$ cat config.mk
export PLATFORM = sky130hd
export DESIGN_NAME = gregorian_date_add_days_flat
export DESIGN_NICKNAME = d
export VERILOG_FILES = /design/src/rtl/gda_pkg.sv /design/src/rtl/gda_stream_if.sv /design/src/rtl/gda_ucode_seq.sv /design/src/rtl/gda_datapath.sv /design/src/rtl/gregorian_date_add_days.sv /design/src/flat_wrapper.sv
export SDC_FILE = /design/constraint.sdc
export NUM_CORES = 1
export LEC_CHECK = 0
export CAP_MARGIN = 20
export CORE_ASPECT_RATIO = 1.5
export CORE_MARGIN = 2
export CORE_UTILIZATION = 35
export CTS_CLUSTER_SIZE = 14
export DETAILED_ROUTE_END_ITERATION = 12
export DONT_BUFFER_PORTS = 1
export SYNTH_ARGS = -nofsm -noshare
export SYNTH_HDL_FRONTEND = slang
export SYNTH_SLANG_ARGS = --single-unit
$ cat constraint.sdc
create_clock -name clk -period 11.85 [get_ports clk]
set_input_delay 1.185 -clock clk [delete_from_list [all_inputs] [get_ports clk]]
set_output_delay 1.185 -clock clk [all_outputs]
set_load 0.03 [all_outputs]
$ cat src/rtl/gda_pkg.sv
// Shared types, constants and the microcode program of the date adder.
// No dependencies; every other file of the block but gda_stream_if refers to this package.
`timescale 1ns / 1ps

package gda_pkg;

  // Field widths of the words and of the configuration registers
  localparam int YEAR_W    = 14;
  localparam int MONTH_W   = 4;
  localparam int DAY_W     = 5;
  localparam int WDAY_W    = 3;
  localparam int OFFSET_W  = 20;
  localparam int CFG_DATA_W = 14;
  localparam int CFG_IDX_W = 2;

  // Working year: start year up to 16383 plus about 2900 years of offset
  localparam int WYEAR_W = 15;

  // Year position inside the 400-year Gregorian cycle
  localparam int CYC_W   = 14;
  localparam logic [CYC_W-1:0] CYCLE_LEN  = 14'd400;
  localparam logic [CYC_W-1:0] CYCLE_LAST = 14'd399;
  localparam logic [CYC_W-1:0] CENT_1 = 14'd100;
  localparam logic [CYC_W-1:0] CENT_2 = 14'd200;
  localparam logic [CYC_W-1:0] CENT_3 = 14'd300;

  localparam logic [8:0] YEAR_LEN  = 9'd365;
  localparam logic [8:0] LEAP_LEN  = 9'd366;
  localparam logic [MONTH_W-1:0] JANUARY  = 4'd1;
  localparam logic [MONTH_W-1:0] DECEMBER = 4'd12;

  // Reset values of the configuration registers
  localparam logic [YEAR_W-1:0]  RST_YEAR  = 14'd2024;
  localparam logic [MONTH_W-1:0] RST_MONTH = 4'd10;
  localparam logic [DAY_W-1:0]   RST_DAY   = 5'd24;
  localparam logic [WDAY_W-1:0]  RST_WDAY  = 3'd3;

  typedef enum logic [CFG_IDX_W-1:0] {
    CFG_START_YEAR    = 2'd0,
    CFG_START_MONTH   = 2'd1,
    CFG_START_DAY     = 2'd2,
    CFG_START_WEEKDAY = 2'd3
  } cfg_idx_t;

  typedef struct packed {
    logic [OFFSET_W-1:0] day_offset;
  } in_word_t;

  typedef struct packed {
    logic [YEAR_W-1:0]  out_year;
    logic [MONTH_W-1:0] out_month;
    logic [DAY_W-1:0]   out_day;
    logic [WDAY_W-1:0]  out_weekday;
  } out_word_t;

  // Microcode
  localparam int UPC_W = 2;

  typedef enum logic [1:0] {
    OP_LOAD,   // flag: input word present
    OP_MOD,    // flag: cycle position still >= 400
    OP_WALK,   // flag: walk not finished
    OP_EMIT    // flag: output register still occupied
  } op_t;

  typedef enum logic [1:0] {
    JC_NEXT,   // fall through to the next step
    JC_FLAG,   // jump when the flag is set
    JC_NFLAG   // jump when the flag is clear
  } jc_t;

  typedef struct packed {
    op_t              op;
    jc_t              jc;
    logic [UPC_W-1:0] target;
  } ctrl_word_t;

  localparam logic [UPC_W-1:0] STEP_LOAD = 2'd0;
  localparam logic [UPC_W-1:0] STEP_MOD  = 2'd1;
  localparam logic [UPC_W-1:0] STEP_WALK = 2'd2;
  localparam logic [UPC_W-1:0] STEP_EMIT = 2'd3;

  function automatic ctrl_word_t ucode_rom(input logic [UPC_W-1:0] step);
    ctrl_word_t w;
    case (step)
      STEP_LOAD: w = '{op: OP_LOAD, jc: JC_NFLAG, target: STEP_LOAD};
      STEP_MOD:  w = '{op: OP_MOD,  jc: JC_FLAG,  target: STEP_MOD};
      STEP_WALK: w = '{op: OP_WALK, jc: JC_FLAG,  target: STEP_WALK};
      STEP_EMIT: w = '{op: OP_EMIT, jc: JC_FLAG,  target: STEP_EMIT};
      default:   w = '{op: OP_LOAD, jc: JC_NFLAG, target: STEP_LOAD};
    endcase
    return w;
  endfunction

  // Days in a month, month 1..12
  function automatic logic [DAY_W-1:0] month_len(input logic leap,
                                                 input logic [MONTH_W-1:0] month);
    logic [DAY_W-1:0] len;
    case (month)
      4'd2:                      len = leap ? 5'd29 : 5'd28;
      4'd4, 4'd6, 4'd9, 4'd11:   len = 5'd30;
      default:                   len = 5'd31;
    endcase
    return len;
  endfunction

  // Residue mod 7 of a small value (below 56)
  function automatic logic [WDAY_W-1:0] mod7_small(input logic [5:0] v);
    logic [5:0] t;
    t = v;
    if (t >= 6'd28) t = t - 6'd28;
    if (t >= 6'd14) t = t - 6'd14;
    if (t >= 6'd7)  t = t - 6'd7;
    return t[WDAY_W-1:0];
  endfunction

  // Sum of two weekdays, mod 7
  function automatic logic [WDAY_W-1:0] add7(input logic [WDAY_W-1:0] a,
                                             input logic [WDAY_W-1:0] b);
    logic [WDAY_W:0] s;
    s = {1'b0, a} + {1'b0, b};
    if (s >= 4'd7) s = s - 4'd7;
    return s[WDAY_W-1:0];
  endfunction

endpackage

$ cat src/rtl/gda_stream_if.sv
// Valid/ready stream channel carrying one payload word of type T.
// Payload types come from gda_pkg at the instantiation site.
`timescale 1ns / 1ps

interface gda_stream_if #(parameter type T = logic);
  logic valid;
  logic ready;
  T     data;

  modport source (output valid, output data, input ready);
  modport sink   (input valid, input data, output ready);
endinterface

$ cat src/rtl/gda_ucode_seq.sv
// Step counter and microcode ROM: issues one control word per cycle.
// Depends on gda_pkg for the control word layout and the program.
`timescale 1ns / 1ps

module gda_ucode_seq (
  input  logic                clk,
  input  logic                rst_n,
  input  logic                flag,
  output gda_pkg::ctrl_word_t ctrl
);

  logic [gda_pkg::UPC_W-1:0] upc_r;
  logic [gda_pkg::UPC_W-1:0] upc_nxt;
  logic                      take_jump;

  assign ctrl = gda_pkg::ucode_rom(upc_r);

  always_comb begin
    case (ctrl.jc)
      gda_pkg::JC_FLAG:  take_jump = flag;
      gda_pkg::JC_NFLAG: take_jump = !flag;
      default:           take_jump = 1'b0;
    endcase
    // the last step wraps back to the load step
    upc_nxt = take_jump ? ctrl.target : upc_r + 1'b1;
  end

  always_ff @(posedge clk) begin
    if (!rst_n) begin
      upc_r <= gda_pkg::STEP_LOAD;
    end else begin
      upc_r <= upc_nxt;
    end
  end

endmodule

$ cat src/rtl/gda_datapath.sv
// Datapath of the date adder: year/month walk, leap cycle, weekday, output word.
// Driven by control words from gda_ucode_seq; types from gda_pkg.
`timescale 1ns / 1ps

module gda_datapath #(
  parameter int OFFSET_BITS = 20
) (
  input  logic                               clk,
  input  logic                               rst_n,
  input  gda_pkg::ctrl_word_t                ctrl,
  output logic                               flag,
  input  logic                               in_valid,
  input  logic [gda_pkg::OFFSET_W-1:0]       day_offset,
  input  logic [gda_pkg::YEAR_W-1:0]         start_year,
  input  logic [gda_pkg::MONTH_W-1:0]        start_month,
  input  logic [gda_pkg::DAY_W-1:0]          start_day,
  input  logic [gda_pkg::WDAY_W-1:0]         start_weekday,
  output logic                               out_valid,
  input  logic                               out_ready,
  output gda_pkg::out_word_t                 out_word
);

  localparam int OFF_W = (OFFSET_BITS < gda_pkg::OFFSET_W) ? OFFSET_BITS : gda_pkg::OFFSET_W;
  localparam int REST_W = OFF_W + 1;

  logic [gda_pkg::WYEAR_W-1:0] year_r,  year_nxt;
  logic [gda_pkg::MONTH_W-1:0] month_r, month_nxt;
  logic [REST_W-1:0]           rest_r,  rest_nxt;
  logic [gda_pkg::CYC_W-1:0]   cyc_r,   cyc_nxt;
  logic [gda_pkg::WDAY_W-1:0]  wdb_r,   wdb_nxt;
  gda_pkg::out_word_t          out_r,   out_nxt;
  logic                        out_valid_r, out_valid_nxt;

  // load-time values
  logic [gda_pkg::MONTH_W-1:0] ld_month;
  logic [gda_pkg::DAY_W-1:0]   ld_dm1;
  logic [gda_pkg::WDAY_W-1:0]  ld_swd;
  logic [gda_pkg::WDAY_W-1:0]  ld_dm1_mod;
  logic [gda_pkg::WDAY_W:0]    ld_wdb;

  // walk values
  logic                        leap;
  logic [gda_pkg::DAY_W-1:0]   mlen;
  logic [8:0]                  ylen;
  logic                        year_step;
  logic                        walk_done;
  logic [gda_pkg::CYC_W-1:0]   cyc_inc;
  logic                        out_busy;

  assign out_valid = out_valid_r;
  assign out_word  = out_r;
  assign out_busy  = out_valid_r && !out_ready;

  always_comb begin
    ld_month = start_month;
    if (start_month < gda_pkg::JANUARY)  ld_month = gda_pkg::JANUARY;
    if (start_month > gda_pkg::DECEMBER) ld_month = gda_pkg::DECEMBER;
    ld_dm1 = (start_day == '0) ? '0 : start_day - 1'b1;
    ld_swd = (start_weekday == 3'd7) ? '0 : start_weekday;
    ld_dm1_mod = gda_pkg::mod7_small({1'b0, ld_dm1});
    // weekday of the 1st of the start month
    ld_wdb = {1'b0, ld_swd} + 4'd7 - {1'b0, ld_dm1_mod};
    if (ld_wdb >= 4'd7) ld_wdb = ld_wdb - 4'd7;
  end

  always_comb begin
    leap = (cyc_r[1:0] == 2'b00) && !(cyc_r == gda_pkg::CENT_1 ||
           cyc_r == gda_pkg::CENT_2 || cyc_r == gda_pkg::CENT_3);
    mlen = gda_pkg::month_len(leap, month_r);
    ylen = leap ? gda_pkg::LEAP_LEN : gda_pkg::YEAR_LEN;
    year_step = (month_r == gda_pkg::JANUARY) && (rest_r >= REST_W'(ylen));
    walk_done = !year_step && (rest_r < REST_W'(mlen));
    cyc_inc = (cyc_r == gda_pkg::CYCLE_LAST) ? '0 : cyc_r + 1'b1;
  end

  always_comb begin
    year_nxt      = year_r;
    month_nxt     = month_r;
    rest_nxt      = rest_r;
    cyc_nxt       = cyc_r;
    wdb_nxt       = wdb_r;
    out_nxt       = out_r;
    out_valid_nxt = out_valid_r && !out_ready;
    flag          = 1'b0;
    case (ctrl.op)
      gda_pkg::OP_LOAD: begin
        flag = in_valid;
        if (in_valid) begin
          year_nxt  = {{(gda_pkg::WYEAR_W - gda_pkg::YEAR_W){1'b0}}, start_year};
          month_nxt = ld_month;
          rest_nxt  = REST_W'(day_offset[OFF_W-1:0]) + REST_W'(ld_dm1);
          cyc_nxt   = start_year;
          wdb_nxt   = ld_wdb[gda_pkg::WDAY_W-1:0];
        end
      end
      gda_pkg::OP_MOD: begin
        flag = (cyc_r >= gda_pkg::CYCLE_LEN);
        if (flag) cyc_nxt = cyc_r - gda_pkg::CYCLE_LEN;
      end
      gda_pkg::OP_WALK: begin
        flag = !walk_done;
        if (year_step) begin
          // whole year from January 1st
          rest_nxt = rest_r - REST_W'(ylen);
          year_nxt = year_r + 1'b1;
          cyc_nxt  = cyc_inc;
          wdb_nxt  = gda_pkg::add7(wdb_r, leap ? 3'd2 : 3'd1);
        end else if (!walk_done) begin
          rest_nxt = rest_r - REST_W'(mlen);
          wdb_nxt  = gda_pkg::add7(wdb_r, 3'(mlen - 5'd28));
          if (month_r == gda_pkg::DECEMBER) begin
            month_nxt = gda_pkg::JANUARY;
            year_nxt  = year_r + 1'b1;
            cyc_nxt   = cyc_inc;
          end else begin
            month_nxt = month_r + 1'b1;
          end
        end
      end
      gda_pkg::OP_EMIT: begin
        flag = out_busy;
        if (!out_busy) begin
          out_nxt.out_year    = year_r[gda_pkg::YEAR_W-1:0];
          out_nxt.out_month   = month_r;
          out_nxt.out_day     = rest_r[gda_pkg::DAY_W-1:0] + 1'b1;
          out_nxt.out_weekday = gda_pkg::mod7_small({3'b000, wdb_r} +
                                                    {1'b0, rest_r[gda_pkg::DAY_W-1:0]});
          out_valid_nxt       = 1'b1;
        end
      end
      default: flag = 1'b0;
    endcase
  end

  always_ff @(posedge clk) begin
    if (!rst_n) begin
      out_valid_r <= 1'b0;
    end else begin
      out_valid_r <= out_valid_nxt;
    end
  end

  always_ff @(posedge clk) begin
    year_r  <= year_nxt;
    month_r <= month_nxt;
    rest_r  <= rest_nxt;
    cyc_r   <= cyc_nxt;
    wdb_r   <= wdb_nxt;
    out_r   <= out_nxt;
  end

endmodule

$ cat src/rtl/gregorian_date_add_days.sv
// Top level of the Gregorian date adder: configuration registers and channels.
// Depends on gda_pkg, gda_stream_if, gda_ucode_seq and gda_datapath.
`timescale 1ns / 1ps

// Each input word carries a day offset; the block answers with one output word
// holding the Gregorian date that many days after the configured start date,
// plus its weekday (0 Monday .. 6 Sunday). Leap years follow the 4/100/400
// rule. Only the low OFFSET_BITS of the offset count. A start month of 0 acts
// as January, 13..15 as December, a start day of 0 as the 1st, and a start
// day past its month end rolls into the next months. The result year wraps
// at 14 bits. Words are handled one at a time by a four-step microprogram:
// the load step takes the word, the mod step takes 400 off the start year
// until it lies inside the 400-year leap cycle, the walk step takes off one
// whole year or month at a time (up to 11 months to reach January, the whole
// years, up to 11 more months) until the remainder falls inside a month, and
// the emit step hands the word to the output register, waiting there while
// that register still waits on the receiver. The walk loop does one subtract
// per cycle. The output register holds a finished word while the next input
// word is taken and worked on. Write the configuration only while the block
// is idle.
module gregorian_date_add_days #(
  parameter int OFFSET_BITS = 20
) (
  input  logic                               clk,
  input  logic                               rst_n,
  gda_stream_if.sink                         in_ch,
  gda_stream_if.source                       out_ch,
  input  logic                               cfg_we,
  input  logic [gda_pkg::CFG_IDX_W-1:0]      cfg_idx,
  input  logic [gda_pkg::CFG_DATA_W-1:0]     cfg_wdata
);

  // Start date registers
  logic [gda_pkg::YEAR_W-1:0]  start_year_r;
  logic [gda_pkg::MONTH_W-1:0] start_month_r;
  logic [gda_pkg::DAY_W-1:0]   start_day_r;
  logic [gda_pkg::WDAY_W-1:0]  start_weekday_r;

  gda_pkg::ctrl_word_t ctrl;
  logic                flag;
  gda_pkg::out_word_t  out_word;
  logic                out_valid;

  // Write one register per enabled cycle; truncate the data to its width.
  always_ff @(posedge clk) begin
    if (!rst_n) begin
      start_year_r    <= gda_pkg::RST_YEAR;
      start_month_r   <= gda_pkg::RST_MONTH;
      start_day_r     <= gda_pkg::RST_DAY;
      start_weekday_r <= gda_pkg::RST_WDAY;
    end else if (cfg_we) begin
      case (cfg_idx)
        gda_pkg::CFG_START_YEAR:    start_year_r    <= cfg_wdata[gda_pkg::YEAR_W-1:0];
        gda_pkg::CFG_START_MONTH:   start_month_r   <= cfg_wdata[gda_pkg::MONTH_W-1:0];
        gda_pkg::CFG_START_DAY:     start_day_r     <= cfg_wdata[gda_pkg::DAY_W-1:0];
        gda_pkg::CFG_START_WEEKDAY: start_weekday_r <= cfg_wdata[gda_pkg::WDAY_W-1:0];
        default: ;
      endcase
    end
  end

  // Sequencer: step counter plus microcode ROM
  gda_ucode_seq u_seq (
    .clk   (clk),
    .rst_n (rst_n),
    .flag  (flag),
    .ctrl  (ctrl)
  );

  // Take a new word only while the program sits on its load step.
  assign in_ch.ready = (ctrl.op == gda_pkg::OP_LOAD);

  gda_datapath #(
    .OFFSET_BITS (OFFSET_BITS)
  ) u_dp (
    .clk           (clk),
    .rst_n         (rst_n),
    .ctrl          (ctrl),
    .flag          (flag),
    .in_valid      (in_ch.valid),
    .day_offset    (in_ch.data.day_offset),
    .start_year    (start_year_r),
    .start_month   (start_month_r),
    .start_day     (start_day_r),
    .start_weekday (start_weekday_r),
    .out_valid     (out_valid),
    .out_ready     (out_ch.ready),
    .out_word      (out_word)
  );

  assign out_ch.valid = out_valid;
  assign out_ch.data  = out_word;

endmodule

$ cat src/flat_wrapper.sv
// flat-port wrapper written by rule: the top's interface ports become plain ports
module gregorian_date_add_days_flat import gda_pkg::*;
#(
  parameter int OFFSET_BITS = 20
)
  (clk, rst_n, cfg_we, cfg_idx, cfg_wdata, in_ch_valid, in_ch_data, in_ch_ready, out_ch_valid, out_ch_data, out_ch_ready);
  gda_stream_if #(.T(in_word_t)) in_ch_i ();
  gda_stream_if #(.T(out_word_t)) out_ch_i ();
  input  logic clk;
  input  logic rst_n;
  input  logic cfg_we;
  input  logic [gda_pkg::CFG_IDX_W-1:0] cfg_idx;
  input  logic [gda_pkg::CFG_DATA_W-1:0] cfg_wdata;
  input wire logic [$bits(in_ch_i.valid)-1:0] in_ch_valid;
  input wire logic [$bits(in_ch_i.data)-1:0] in_ch_data;
  output wire logic [$bits(in_ch_i.ready)-1:0] in_ch_ready;
  output wire logic [$bits(out_ch_i.valid)-1:0] out_ch_valid;
  output wire logic [$bits(out_ch_i.data)-1:0] out_ch_data;
  input wire logic [$bits(out_ch_i.ready)-1:0] out_ch_ready;
  assign in_ch_i.valid = in_ch_valid;
  assign in_ch_i.data = in_ch_data;
  assign in_ch_ready = in_ch_i.ready;
  assign out_ch_valid = out_ch_i.valid;
  assign out_ch_data = out_ch_i.data;
  assign out_ch_i.ready = out_ch_ready;
  gregorian_date_add_days #(.OFFSET_BITS(OFFSET_BITS)) u_core (.clk(clk), .rst_n(rst_n), .in_ch(in_ch_i), .out_ch(out_ch_i), .cfg_we(cfg_we), .cfg_idx(cfg_idx), .cfg_wdata(cfg_wdata));
endmodule
== Word level (Yosys, flattened, before mapping) ==
Cells that the tools add are included.
Widths: inputs -> output; s select.

* Register bits: 112
* Bits in latches: 0
* Output and inout bits: 28
* Memory bits (writable): 0
* Bits of input ports: 41
* Memories: 0
* Word-level logic and storage cells: 163
* Bits in read-only memories: 0

* Multiply operators: 0
* Order comparisons: 14
* Muxes and demuxes: 51
* Reduce and logical (&&, ||, !) cells: 28
* Shift operators: 0
* Divide/modulo/power cells: 0
* Equality and inequality tests: 29
* Add/subtract/negate cells: 25
* Bitwise logic cells: 1

{| class="wikitable"
|+ Operators with widths
! kind !! count
|-
| $mux 14 || 6
|-
| $mux 21 || 3
|-
| $mux 15 || 4
|-
| $mux 6 || 8
|-
| $pmux 14 s3 || 1
|-
| $pmux 21 s2 || 1
|-
| $pmux 15 s2 || 1
|-
| $eq 14x9->1 const B || 2
|-
| $mux 3 || 9
|-
| $mux 4 || 6
|-
| $pmux 6 s4 || 1
|-
| $add 20x5->21 || 1
|-
| $ge 21x9->1 || 1
|-
| $lt 21x5->1 || 1
|-
| $sub 21x5->21 || 1
|-
| $sub 21x9->21 || 1
|-
| $sub 3x3->3 const B || 6
|-
| $add 15x1->15 const B || 1
|-
| $add 14x1->14 const B || 1
|-
| $eq 14x7->1 const B || 1
|-
| $eq 14x8->1 const B || 1
|-
| $eq 2x2->1 const B || 7
|-
| $ge 14x9->1 const B || 1
|-
| $sub 14x9->14 const B || 1
|-
| other kinds (48) || 82
|}

== Longest topological paths before layout ==
Gate-level depths: netlist of the first run.

* Word-level depth: 15
* Mapped depth: 24
* Depth with buffers taken out: 23

== Cells and area by module ==
From an unflattened synthesis of the first run, not the netlist that was laid out.

* Cells, all modules: 889
* Area, all modules: 8190.4 um^2

{| class="wikitable"
|+ By module, submodules not included
! module !! instances !! cells each !! area an instance (um^2) !! seq. area each (um^2)
|-
| gda_datapath || 1 || 760 || 6889.1 || 2482.4
|-
| gregorian_date_add_days || 1 || 107 || 1112.3 || 520.5
|-
| gda_ucode_seq || 1 || 22 || 188.9 || 40.0
|}

== Least setup slack after synthesis of the first run ==
Ideal clock, no wire load.

* Path type: reg-to-reg
* Start: register u_core.u_dp.cyc_r[4] (netlist name)
* End: register u_core.u_dp.month_r[0] (netlist name), enable pin
* Cell stages (with the launch flop): 17
* Clock period less this slack: 5201 ps
* Setup time: 365 ps
* Buffers on the path: 0
* Setup slack: 6649 ps
* Data required time: 11485 ps
* Data arrival time: 4836 ps
* Cell sequence: edfxtp_1 -> inv_1 -> ha_1 -> nor2b_1 -> nand4_1 -> o21ai_0 -> a31oi_1 -> o21ai_0 -> o21ai_0 -> ha_1 -> inv_1 -> a21o_1 -> nand3_1 -> and3b_1 -> nor3b_1 -> a211oi_1 -> a21boi_0

* Longest elaborated chain between the ends: 12
* Elaborated cells on any way between the ends: 18
* Those cells by class: 2 x order compare; 5 x eq/ne; 3 x mux; 8 x reduce/logical

{| class="wikitable"
|+ RTL lines
! what !! RTL line !! RTL
|-
| start, declared || gda_datapath.sv:29 || <nowiki>logic [gda_pkg::CYC_W-1:0] cyc_r, cyc_nxt;</nowiki>
|-
| start signal, assigned || gda_datapath.sv:147 || <nowiki>cyc_r <= cyc_nxt;</nowiki>
|-
| $eq 14x7->1 / $eq 14x8->1 (equally long branches) || gda_datapath.sv:67, gda_datapath.sv:68 ||
|-
| $logic_or 1x1->1 || gda_datapath.sv:67 || <nowiki>leap = (cyc_r[1:0] == 2'b00) && !(cyc_r == gda_pkg::CENT_1 ||</nowiki>
|-
| $logic_or 1x1->1 (*) || gda_datapath.sv:68 || <nowiki>cyc_r == gda_pkg::CENT_2 || cyc_r == gda_pkg::CENT_3);</nowiki>
|-
| $logic_not 1->1 (*) || gda_datapath.sv:67 ||
|-
| $logic_and 1x1->1 (*) || gda_datapath.sv:67 ||
|-
| parallel branches: the longest is 6 deep, another holds $lt 21x5->1 || -- ||
|-
| $reduce_and 4->1 (no line) (*) || -- ||
|-
| end signal, assigned || gda_datapath.sv:145 || <nowiki>month_r <= month_nxt;</nowiki>
|-
| end, declared || gda_datapath.sv:27 || <nowiki>logic [gda_pkg::MONTH_W-1:0] month_r, month_nxt;</nowiki>
|}

Every way passes the cells marked *.
A chain may end at the register's enable or synchronous reset.

== Worst setup path in the final report of the first run ==
* Start: register u_core.start_day_r[0] (netlist name)
* End: register u_core.u_dp.wdb_r[1] (netlist name), data pin

* Longest elaborated chain between the ends: 13
* Elaborated cells on any way between the ends: 18
* Those cells by class: 6 x add/sub; 4 x order compare; 7 x mux; 1 x reduce/logical

{| class="wikitable"
|+ RTL lines
! what !! RTL line !! RTL
|-
| start, declared || gregorian_date_add_days.sv:36 || <nowiki>logic [gda_pkg::DAY_W-1:0] start_day_r;</nowiki>
|-
| start signal, assigned || gregorian_date_add_days.sv:49 || <nowiki>start_day_r <= gda_pkg::RST_DAY;</nowiki>
|-
| start signal, assigned || gregorian_date_add_days.sv:55 || <nowiki>gda_pkg::CFG_START_DAY: start_day_r <= cfg_wdata[gda_pkg::DAY_W-1:0];</nowiki>
|-
| $sub 5x1->5 / $logic_not 5->1 (equally long branches) || gda_datapath.sv:58 || <nowiki>ld_dm1 = (start_day == '0) ? '0 : start_day - 1'b1;</nowiki>
|-
| $mux 5 (*) || gda_datapath.sv:58 ||
|-
| $sub 5x5->6 / $ge 5x5->1 (equally long branches) || gda_pkg.sv:111 || <nowiki>if (t >= 6'd28) t = t - 6'd28;</nowiki>
|-
| $mux 6 (*) || gda_pkg.sv:111 ||
|-
| $sub 6x4->6 / $ge 6x4->1 (equally long branches) || gda_pkg.sv:112 || <nowiki>if (t >= 6'd14) t = t - 6'd14;</nowiki>
|-
| $mux 6 (*) || gda_pkg.sv:112 ||
|-
| $ge 6x3->1 / $sub 3x3->3 (equally long branches) || gda_pkg.sv:113 || <nowiki>if (t >= 6'd7) t = t - 6'd7;</nowiki>
|-
| $mux 3 (*) || gda_pkg.sv:113 ||
|-
| $sub 4x3->4 (*) || gda_datapath.sv:62 || <nowiki>ld_wdb = {1'b0, ld_swd} + 4'd7 - {1'b0, ld_dm1_mod};</nowiki>
|-
| $ge 4x3->1 / $sub 3x3->3 (equally long branches) || gda_datapath.sv:63 || <nowiki>if (ld_wdb >= 4'd7) ld_wdb = ld_wdb - 4'd7;</nowiki>
|-
| $mux 3 (*) || gda_datapath.sv:63 ||
|-
| $mux 3 (*) || gda_datapath.sv:88 || <nowiki>if (in_valid) begin</nowiki>
|-
| $pmux 3 s2 (*) || gda_datapath.sv:85 || <nowiki>case (ctrl.op)</nowiki>
|-
| via u_core.u_dp.wdb_nxt, one bit || gda_datapath.sv:30 || <nowiki>logic [gda_pkg::WDAY_W-1:0] wdb_r, wdb_nxt;</nowiki>
|-
| end signal, assigned || gda_datapath.sv:148 || <nowiki>wdb_r <= wdb_nxt;</nowiki>
|-
| end, declared || gda_datapath.sv:30 ||
|}

Mark *: on every way through the listed nets, which the timed path passes. The rest lies on a longest branch. The select of a mux whose other input is x is not followed.

==> impl_metrics.tcl, run 1 <==
set metrics [dict create \
    run_status "finished, final reports clean" \
    final-max-slew-violation-count 0 \
    power-per-cell-area_mw_per_mm2 286 \
    ioPinCount 69 \
    timing.final.crit_share 0.429 \
    multi_input_area_sq_mm 0.00442 \
    nFillCells 2196 \
    synth_top_flop_cell "edfxtp_1" \
    drt-wirelength-per-cell_um 16.5 \
    finalPower_uw 2380 \
    critPathLaunchType "flip-flop" \
    postSynthRegisterBits 111 \
    final_setup_violation_count 0 \
    combPwrFrac 0.538 \
    fp-row-count 66 \
    clk_pin_slew_worst_paths_ps 80 \
    synthDominantAreaCellType "edfxtp_1" \
    tritoncts "built" \
    max-vdd-ir-drop_uv 125 \
    synth_area_sq_mm 0.00775 \
    critical_path_peak_fanout 11 \
    dieArea_sq_mm 0.0234 \
    grt_pass1_vias 5854 \
    syn-mean-instance-area_sq_um 9.15 \
    diodes 0 \
    postSynthNetCount 944 \
    count_of_buffers_added_by_post_cts_timing_repair_for_setup 0 \
    start_util 0.357 \
    transition_at_the_pin_with_the_smallest_max_transition_slack_ps 954 \
    worst_clock_skew_ps 14.2 \
    wire_length_of_the_first_global_routing_pass_um 29900 \
    clockRootBuffer "clkbuf_16" \
    gp_routability_congestion 0.873 \
    grt.overflow.total 0 \
    synth-edff-count 82 \
    synth_top_cells_by_area "edfxtp_1 (32%), ha_1 (7.9%), dfxtp_1 (7.5%)" \
    yosys_warnings 0 \
    clock_latency_ps 370 \
    power.net_switching_uw 1030 \
    die_h_um 186 \
    port-buffer-count 0 \
    fin_crit_ps 5090 \
    grt_setup_unrepaired "no" \
    clock_power_share 0.133 \
    postRouteAntennaNets 0 \
    h-tree-depth 3 \
    slew-limit-headroom 0.363 \
    cts.repair.resized 0 \
    footprint_of_the_flip_flops_and_latches_sq_mm 0.00304 \
    sequential_power_share 0.330 \
    drt_wl_total_um 18300 \
    critical_path.endpoint_type "flip-flop" \
    number_of_antenna_violations_at_the_first_check_in_global_routing 0 \
    synth_most_common_cell "nand2_1" \
    drcViolationCount 0 \
    core_area_sq_mm 0.0217 \
    path_class "reg -> reg" \
    synth_top_area_share 0.318 \
    timing_hold_violations_final 0 \
    detailedRoute.firstIterationViolations 425 \
    setup_total_negative_slack_ps 0 \
    grt_start_max_net_pins 77 \
    firstDrtPassIters 5 \
    list_of_most_frequent_post_synthesis_cells "nand2_1 (86), edfxtp_1 (82), nor2_1 (80), a21oi_1 (67)" \
    holdWs_ps 459 \
    hold_path_class "reg -> reg" \
    cp.required_ps 11940 \
    static_leak_uw 0.00319 \
    maxClockFrequency_ghz 0.197 \
    switching_share 0.434 \
    cap_viol_max_count 0 \
    flow.area_growth_from_synthesis_pct 7.72 \
    synth_async_sr_flop_share 0 \
    global_route.usage.total 0.158 \
    synth_cells 847 \
    netlist-cell-type-count 67 \
    die_width_um 125 \
    finish.net_count 929 \
    sequential_share_of_the_synthesized_area 0.393 \
    internal_power_uw 1350 \
    critical_path_arrival_ps 5180 \
    post_cts_hold_buffer_count 0 \
    routed-via-count 5976 \
    bufs_on_longest_clock_path 2 \
    layout-drive-gt1-share 0.0573 \
    post_drt_via_cell_ratio 5.39 \
    dp_hpwl_um 13800 \
    inserted_clock_buffers 9 \
    clkSinkCount 111 \
]
[cells by family after synthesis]
kind of cell               share of synthesized area
and+or+nand+nor                                0.177
adders and majority gates                     0.0972
xor gates and xnor gates                      0.0869
AOI/OAI and AO/OA                              0.163
buffers and inverters                         0.0399
DFF                                            0.393
muxes                                         0.0434
[flip-flops by register name, indices dropped and copies added (netlist names)]
register and count:
u_core.u_dp.cyc_r 14, u_core.start_day_r 5, u_core.u_dp.wdb_r 3, u_core.u_dp.year_r 14
u_core.u_dp.out_word 26, u_core.u_dp.rest_r 21, u_core.u_dp.out_valid 1, u_core.start_month_r 4
u_core.u_seq.upc_r 2, u_core.start_weekday_r 3, u_core.u_dp.month_r 4, u_core.start_year_r 14
[path summary, 6_finish.rpt]
check / from / to / slack (ps) / cells after the start
setup / recovery: u_core.start_day_r[0] / u_core.u_dp.wdb_r[1] / 6760 / 22
hold / removal: u_core.start_year_r[1] / u_core.start_year_r[1] / 460 / 2
setup reg to reg: u_core.start_day_r[0] / u_core.u_dp.wdb_r[1] / 6760 / 22
hold reg to reg: u_core.start_year_r[1] / u_core.start_year_r[1] / 460 / 2
[per-stage QoR]
stage | util | area (sq um) | setup WS (ps) | instances
after floorplan | - | 7750 | 6650 | 847
after global placement | 0.370 | 8030 | 6910 | 1092
after detailed placement | 0.370 | 8030 | 6780 | 1092
after CTS | 0.384 | 8330 | 6780 | 1108
after global routing | 0.384 | 8340 | 6260 | 1109
final | 0.384 | 8340 | 6760 | 1109
[routing by layer]
layer  vias up  GRT usage  routed length [um]  part of all wire
li1       2994          -                   -                 -
met1      2830      0.184                7670              0.42
met2       124      0.280                9190              0.50
met3        28     0.0332                 982             0.054
met4         0     0.0698                 426             0.023
met5         -          0                   0                 0
[power by group through the flow]
stage	registers, uW	logic [uW]	clock network (uW)
floorplan	720	1070	0
global placement	791	1260	0
detailed placement	792	1280	0
CTS	784	1290	324
global route	806	1450	337
finish	785	1280	316
[cells in the final DEF, fill, tap and decap left out, types with 3 or more instances in the layout]
cell type	instances
inv_1	48
fa_1	7
o21bai_1	4
o21ai_0	41
a21oi_1	67
o211ai_1	9
nand3_1	40
or3_1	5
nand2b_1	6
a21o_1	10
edfxtp_1	82
buf_4	6
nand4_1	5
a22oi_1	8
mux2_2	4
o22ai_1	4
nand2_1	86
and2_1	5
mux2i_1	25
a211o_1	3
a21boi_0	6
a221o_1	3
a31o_2	3
nand3b_1	4
ha_1	48
and3_1	11
dfxtp_1	29
xor2_1	26
nor2_1	80
nor2b_1	8
nor3_1	20
a31oi_1	9
o21ai_1	6
o221ai_1	4
xnor2_1	49
a211oi_1	4
nor3b_1	5
clkbuf_16	9
[worst max-delay path, stage by stage (launching register included)]
cell and delay [ps]:
dfxtp_1 370, inv_1 100, ha_1 210, nor4b_2 380, nand2b_1 190, inv_1 100
ha_1 200, ha_1 310, a21oi_1 230, xnor2_1 170, ha_1 250, a31o_2 170
o211ai_1 70, mux2i_1 130, a22oi_1 100, a21o_1 220, xnor2_1 130, ha_1 230
fa_1 460, ha_1 240, a21oi_1 250, mux2i_1 210, o21ai_0 80
[area by class of cell]
class                      count  share of cell area
multi-input combinational    655               0.530
sequential                   111               0.365
tap                          272              0.0408
clock buffer                  10              0.0286
inverter                      48              0.0216
clock inverter                 6             0.00765
timing repair buffer           7             0.00675
(Power assumes the default switching activity.)
==> run 2, diff against run 1 <==
Clock period 11.85 ns to 4.3 ns, I/O delays scaled along.
==> run 2 against run 1 <==
Compared with the run above: clock power increased to 2.6 times the previous value; sequential power increased to 2.7 times the previous value; routed wire length decreased by 0.92%; power increased to 2.8 times the previous value; final cell count increased by 3.3%; largest cell class unchanged; highest routed layer unchanged.
==> impl_metrics.tcl, run 2 (same netlist as run 1, synthesis figures left out) <==
set metrics [dict create \
    run_status "finished, final reports clean" \
    grt.overflow.total 0 \
    number_of_antenna_violations_at_the_first_check_in_global_routing 0 \
    largest_register_ffs 26 \
    final-instance-count-excl-fill 1146 \
    wire_length_of_the_first_global_routing_pass_um 29600 \
    critPathLaunchType "flip-flop" \
    power-per-cell-area_mw_per_mm2 765 \
    worstHoldEndpoint "u_core.start_month_r[1]" \
    hold_path_class "in -> reg" \
    fp-row-count 66 \
    layout.cells.most_common "nand2_1" \
    cp.required_ps 4400 \
    gp_routability_congestion 0.839 \
    detailedRoute.firstIterationViolations 250 \
    global_route.usage.total 0.156 \
    postRouteAntennaNets 0 \
    finalPower_uw 6750 \
    critical_path_arrival_ps 4380 \
    ff2ff_path_depth 22 \
    clock_latency_ps 360 \
    finish.net_count 966 \
    final-max-slew-violation-count 0 \
    worstReg2RegStart "u_core.start_day_r[1]" \
    clockRootBuffer "clkbuf_16" \
    post_cts_hold_buffer_count 0 \
    flow.area_growth_from_synthesis_pct 13.9 \
    placement.cell_area_sq_mm 0.00827 \
    static_leak_uw 0.00342 \
    timing_hold_violations_final 0 \
    worst_clock_skew_ps 13.4 \
    place.detailed.instances 1110 \
    dieArea_sq_mm 0.0234 \
    critical_path_peak_fanout 7 \
    critical_path.reg2reg.endpoint "u_core.u_dp.wdb_r[1]" \
    clkSinkCount 111 \
    critical_path.endpoint_type "flip-flop" \
    dp_hpwl_um 13700 \
    final_area_sq_mm 0.00882 \
    drt-wirelength-per-cell_um 15.8 \
    h-tree-depth 3 \
    die_width_um 125 \
    slew-limit-headroom 0.388 \
    transition_at_the_pin_with_the_smallest_max_transition_slack_ps 914 \
    ioPinCount 69 \
    cap_viol_max_count 0 \
    inserted_clock_buffers 9 \
    final_setup_violation_count 0 \
    drcViolationCount 0 \
    post_drt_via_cell_ratio 5.27 \
    max-vdd-ir-drop_uv 422 \
    routed-via-count 6034 \
    port-buffer-count 0 \
    mostFrequentLayoutCells "nand2_1 (86), edfxtp_1 (82), nor2_1 (79), a21oi_1 (63), xnor2_1 (45)" \
    core_area_sq_mm 0.0217 \
    start_util 0.357 \
    grt_setup_unrepaired "yes" \
    setup.reg_to_reg.worst_slack_ps 10 \
    firstDrtPassIters 5 \
    min_path_cells 1 \
    min-delay-start "rst_n" \
    path_class "reg -> reg" \
    timing.final.crit_share 0.997 \
    layout-drive-gt1-share 0.135 \
    clk_pin_slew_worst_paths_ps 80 \
    setup_total_negative_slack_ps 0 \
    tritoncts "built" \
    fin_crit_ps 4290 \
    maxClockFrequency_ghz 0.233 \
    drt_wl_total_um 18100 \
    bufs_on_longest_clock_path 2 \
    grt_start_max_net_pins 43 \
    die_h_um 186 \
    grt_pass1_vias 5898 \
    diodes 0 \
]
run 2: changes by cell type in the layout (fill, tap and decap cells not counted), moves of 4 or more:
cell,before,now
xnor2_1,49,45
ha_4,0,5
buf_4,6,42
ha_1,48,41
a21oi_1,67,63
o21ai_1,6,10
o21ai_0,41,37
inv_1,48,43
xnor2_2,1,5
run 2: worst max-delay path by stage:
stage,slack [ps],to,startpoint
finish,10,u_core.u_dp.wdb_r[1],u_core.start_day_r[1]
global route,-180,u_core.u_dp.wdb_r[1],u_core.start_day_r[4]
CTS,2,u_core.u_dp.wdb_r[1],u_core.start_day_r[0]
detailed placement,-100,u_core.u_dp.wdb_r[1],u_core.start_day_r[0]
global placement,10,u_core.u_dp.wdb_r[1],u_core.start_day_r[0]
floorplan,5,u_core.u_dp.wdb_r[1],u_core.start_day_r[0]
run 2: metal layers:
metal,vias to the layer above,wire length [um],track usage
met5,-,0,0
met4,0,438,0.0596
met3,28,880,0.0320
met2,122,8540,0.266
met1,2798,8240,0.195
li1,3086,-,-
run 2: per-stage QoR:
step / utilization / setup WS [ps] / hold slack [ps]
floorplan: - / 4.95 / 424
global placement: 0.381 / 13.4 / 444
detailed placement: 0.381 / -101 / 464
CTS: 0.398 / 2.33 / 112
global route: 0.406 / -176 / 120
finish: 0.406 / 13.5 / 127
run 2: power breakdown:
group          switching (uW)  internal (uW)
registers                 409           1700
logic                    2080           1740
clock network             419            403
run 2: area by class of cell:
| type | count | area, sq um |
|---|---|---|
| inverter | 48 | 190 |
| timing repair buffer | 44 | 340 |
| clock buffer | 9 | 225 |
| fill | 2144 | 12900 |
| clock inverter | 7 | 60.1 |
| multi-input combinational | 655 | 4610 |
| tap | 272 | 340 |
| sequential | 111 | 3050 |
run 2: critical path: stages (launching register included):
cell      delay (ps)
dfxtp_4          370
inv_4             70
ha_4             150
nor4b_4          210
nand2b_4         200
inv_6             40
ha_4             150
ha_4             180
a21oi_4          150
xnor2_2          140
ha_2             240
a31o_2           160
o211ai_1          70
mux2i_1          130
a22oi_1          100
a21o_1           210
xnor2_2          150
ha_2             220
fa_2             500
ha_4             190
a21oi_4          140
mux2i_1          190
o21ai_1           70
run 2: timing repair:
action | CTS | global route
setup buffers | 8 | 11
endpoints found under the setup margin | 2 | 40
cloned | 0 | 1
pin swaps | 4 | 6
resized for setup | 7 | 28
==> run 3, diff against run 2 <==
Settings changed: GPL_TIMING_DRIVEN set to 0, PLACE_DENSITY set to 0.61.
==> run 3 against run 2 <==
Compared with the run above: critical endpoint unchanged; the run now ends with setup timing left; worst setup slack worse by 190 ps; critical path depth stayed put; largest power group unchanged; combinational power is 5% higher; clock power is 8.5% higher; global-route usage is 0.79 points higher.
==> impl_metrics.tcl, run 3 (same netlist as run 1, synthesis figures left out) <==
set metrics [dict create \
    static_leak_uw 0.00340 \
    nFillCells 2129 \
    bufs_and_invs_on_worst_path 3 \
    clock_latency_ps 380 \
    timing.final.crit_share 1.04 \
    final-instance-count-excl-fill 1160 \
    die_width_um 125 \
    global_route.usage.total 0.164 \
    ioPinCount 69 \
    clkSinkCount 111 \
    grt_pass1_vias 6157 \
    bufs_on_longest_clock_path 2 \
    grt.overflow.total 0 \
    final-max-slew-violation-count 0 \
    grt_start_max_net_pins 23 \
    final_area_sq_mm 0.00896 \
    crit_path_frequent_cell "ha_4" \
    firstDrtPassIters 5 \
    critical_path_arrival_ps 4600 \
    violations "setup timing" \
    place.detailed.instances 1121 \
    finished_core_util 0.412 \
    cap_viol_max_count 0 \
    ff2ff_path_depth 22 \
    sequential_power_share 0.295 \
    maxClockFrequency_ghz 0.223 \
    worst-path-stages 22 \
    layout.cells.most_common "nand2_1" \
    critical_path.endpoint_type "flip-flop" \
    number_of_antenna_violations_at_the_first_check_in_global_routing 0 \
    drcViolationCount 0 \
    post_drt_via_cell_ratio 5.30 \
    grt_setup_unrepaired "yes" \
    fin_crit_ps 4480 \
    internal_power_uw 3890 \
    switching_share 0.440 \
    h-tree-depth 3 \
    footprint_of_the_flip_flops_and_latches_sq_mm 0.00305 \
    setup_ws_ps -177 \
    drt_wl_total_um 18700 \
    run_status "finished, violations left" \
    finish.net_count 980 \
    slew-limit-headroom 0.452 \
    mostFrequentLayoutCells "nand2_1 (85), edfxtp_1 (82), nor2_1 (79), a21oi_1 (65), xnor2_1 (47)" \
    power-per-cell-area_mw_per_mm2 776 \
    post_cts_hold_buffer_count 0 \
    gp_routability_congestion 0.888 \
    core_area_sq_mm 0.0217 \
    port-buffer-count 0 \
    final_setup_violation_count 3 \
    critical_path_peak_fanout 4 \
    drt-wirelength-per-cell_um 16.1 \
    fp-row-count 66 \
    flow.area_growth_from_synthesis_pct 15.6 \
    power.net_switching_uw 3060 \
    cp_slowest_stage_delay_ps 460 \
    hold_path_class "in -> reg" \
    largest_register_ffs 26 \
    min_path_cells 1 \
    routed-via-count 6145 \
    start_util 0.357 \
    clk_pin_slew_worst_paths_ps 90 \
    multi_input_area_sq_mm 0.00469 \
    path_class "reg -> reg" \
    critical-path-slowest-cell "fa_2" \
    die_h_um 186 \
    cp.required_ps 4420 \
    dp_hpwl_um 14400 \
    combPwrFrac 0.576 \
    detailedRoute.firstIterationViolations 316 \
    placement.cell_area_sq_mm 0.00824 \
    worst_clock_skew_ps 12.2 \
    timing_hold_violations_final 0 \
    max-vdd-ir-drop_uv 461 \
    wire_length_of_the_first_global_routing_pass_um 30900 \
    tritoncts "built" \
    place_ws_ps -607 \
    clockRootBuffer "clkbuf_16" \
    critPathLaunchType "flip-flop" \
    clock_power_share 0.128 \
    transition_at_the_pin_with_the_smallest_max_transition_slack_ps 820 \
    dieArea_sq_mm 0.0234 \
    inserted_clock_buffers 9 \
    layout-drive-gt1-share 0.124 \
    diodes 0 \
    postRouteAntennaNets 0 \
    crit_chain "inv_4 > ha_4 > nor3b_4 > mux2i_2 > inv_2 > ha_4 > clkbuf_16 > a21oi_4 > xnor2_2 > ha_2 > a31o_2 > o211ai_1 > mux2i_1 > a22oi_2 > a21o_1 > xnor2_1 > ha_2 > fa_2 > ha_4 > a21oi_4 > mux2i_1 > o21ai_1" \
    largest_delay_contributor_family_on_the_critical_path "adder cells" \
]
==> run 3: path summary, 6_finish.rpt <==
path	start	end	slack, ps
worst max register to register	u_core.start_day_r[1]	u_core.u_dp.wdb_r[1]	-180
worst max-delay path	u_core.start_day_r[1]	u_core.u_dp.wdb_r[1]	-180
worst min register to register	u_core.u_dp.year_r[2]	u_core.u_dp.out_word[14]	460
worst min-delay path	rst_n	u_core.start_year_r[5]	120
==> run 3: cell type report <==
| type | count | share of cell area |
|---|---|---|
| buffer | 30 | 0.0154 |
| clock buffer | 9 | 0.0251 |
| clock inverter | 7 | 0.00936 |
| inverter | 48 | 0.0212 |
| multi-input combinational | 655 | 0.524 |
| sequential | 111 | 0.341 |
| tap | 272 | 0.0380 |
| timing repair buffer | 28 | 0.0265 |
==> run 3: power groups by stage <==
stage	Clock, uW	Sequential (uW)	Combinational (uW)
after floorplan	0	1980	2990
after global placement	0	2060	3630
after detailed placement	0	2070	3720
after CTS	906	2050	3890
after global routing	954	2100	4510
final	892	2050	4010
==> run 3: per-layer routing <==
metal	wire length (um)	global-route usage	vias up	share of wire
met5	0	0	-	0
li1	-	-	3117	-
met2	9520	0.299	117	0.51
met3	820	0.0392	24	0.044
met4	342	0.0556	0	0.018
met1	8040	0.189	2887	0.43
==> run 3: timing repair <==
action                                  CTS  global route
hold endpoints to repair                  0             0
endpoints found under the setup margin   64            56
pin swaps                                13             3
buffers inserted                         13            13
resized for setup                        28            16
gates cloned                              0             0
==> run 3: worst reg2reg max path: cells and delay by family, from the launching register on <==
kind / cells / cell delay (ps)
flip-flops: 1 / 380
AND/OR/NAND/NOR: 1 / 190
buffers and inverters: 3 / 320
AO/OA/AOI/OAI: 7 / 910
adder cells (fa/ha/maj): 6 / 1420
multiplexers: 3 / 710
XOR/XNOR: 2 / 290
==> run 3: per-stage QoR <==
stage | power, uW | setup TNS (ps) | hold WS, ps
after floorplan | 4970 | 0 | 424
after global routing | 7570 | -1180 | 124
after global placement | 5690 | -30230 | 432
final | 6950 | -417 | 125
after detailed placement | 5790 | -22130 | 444
after CTS | 6840 | -397 | 111
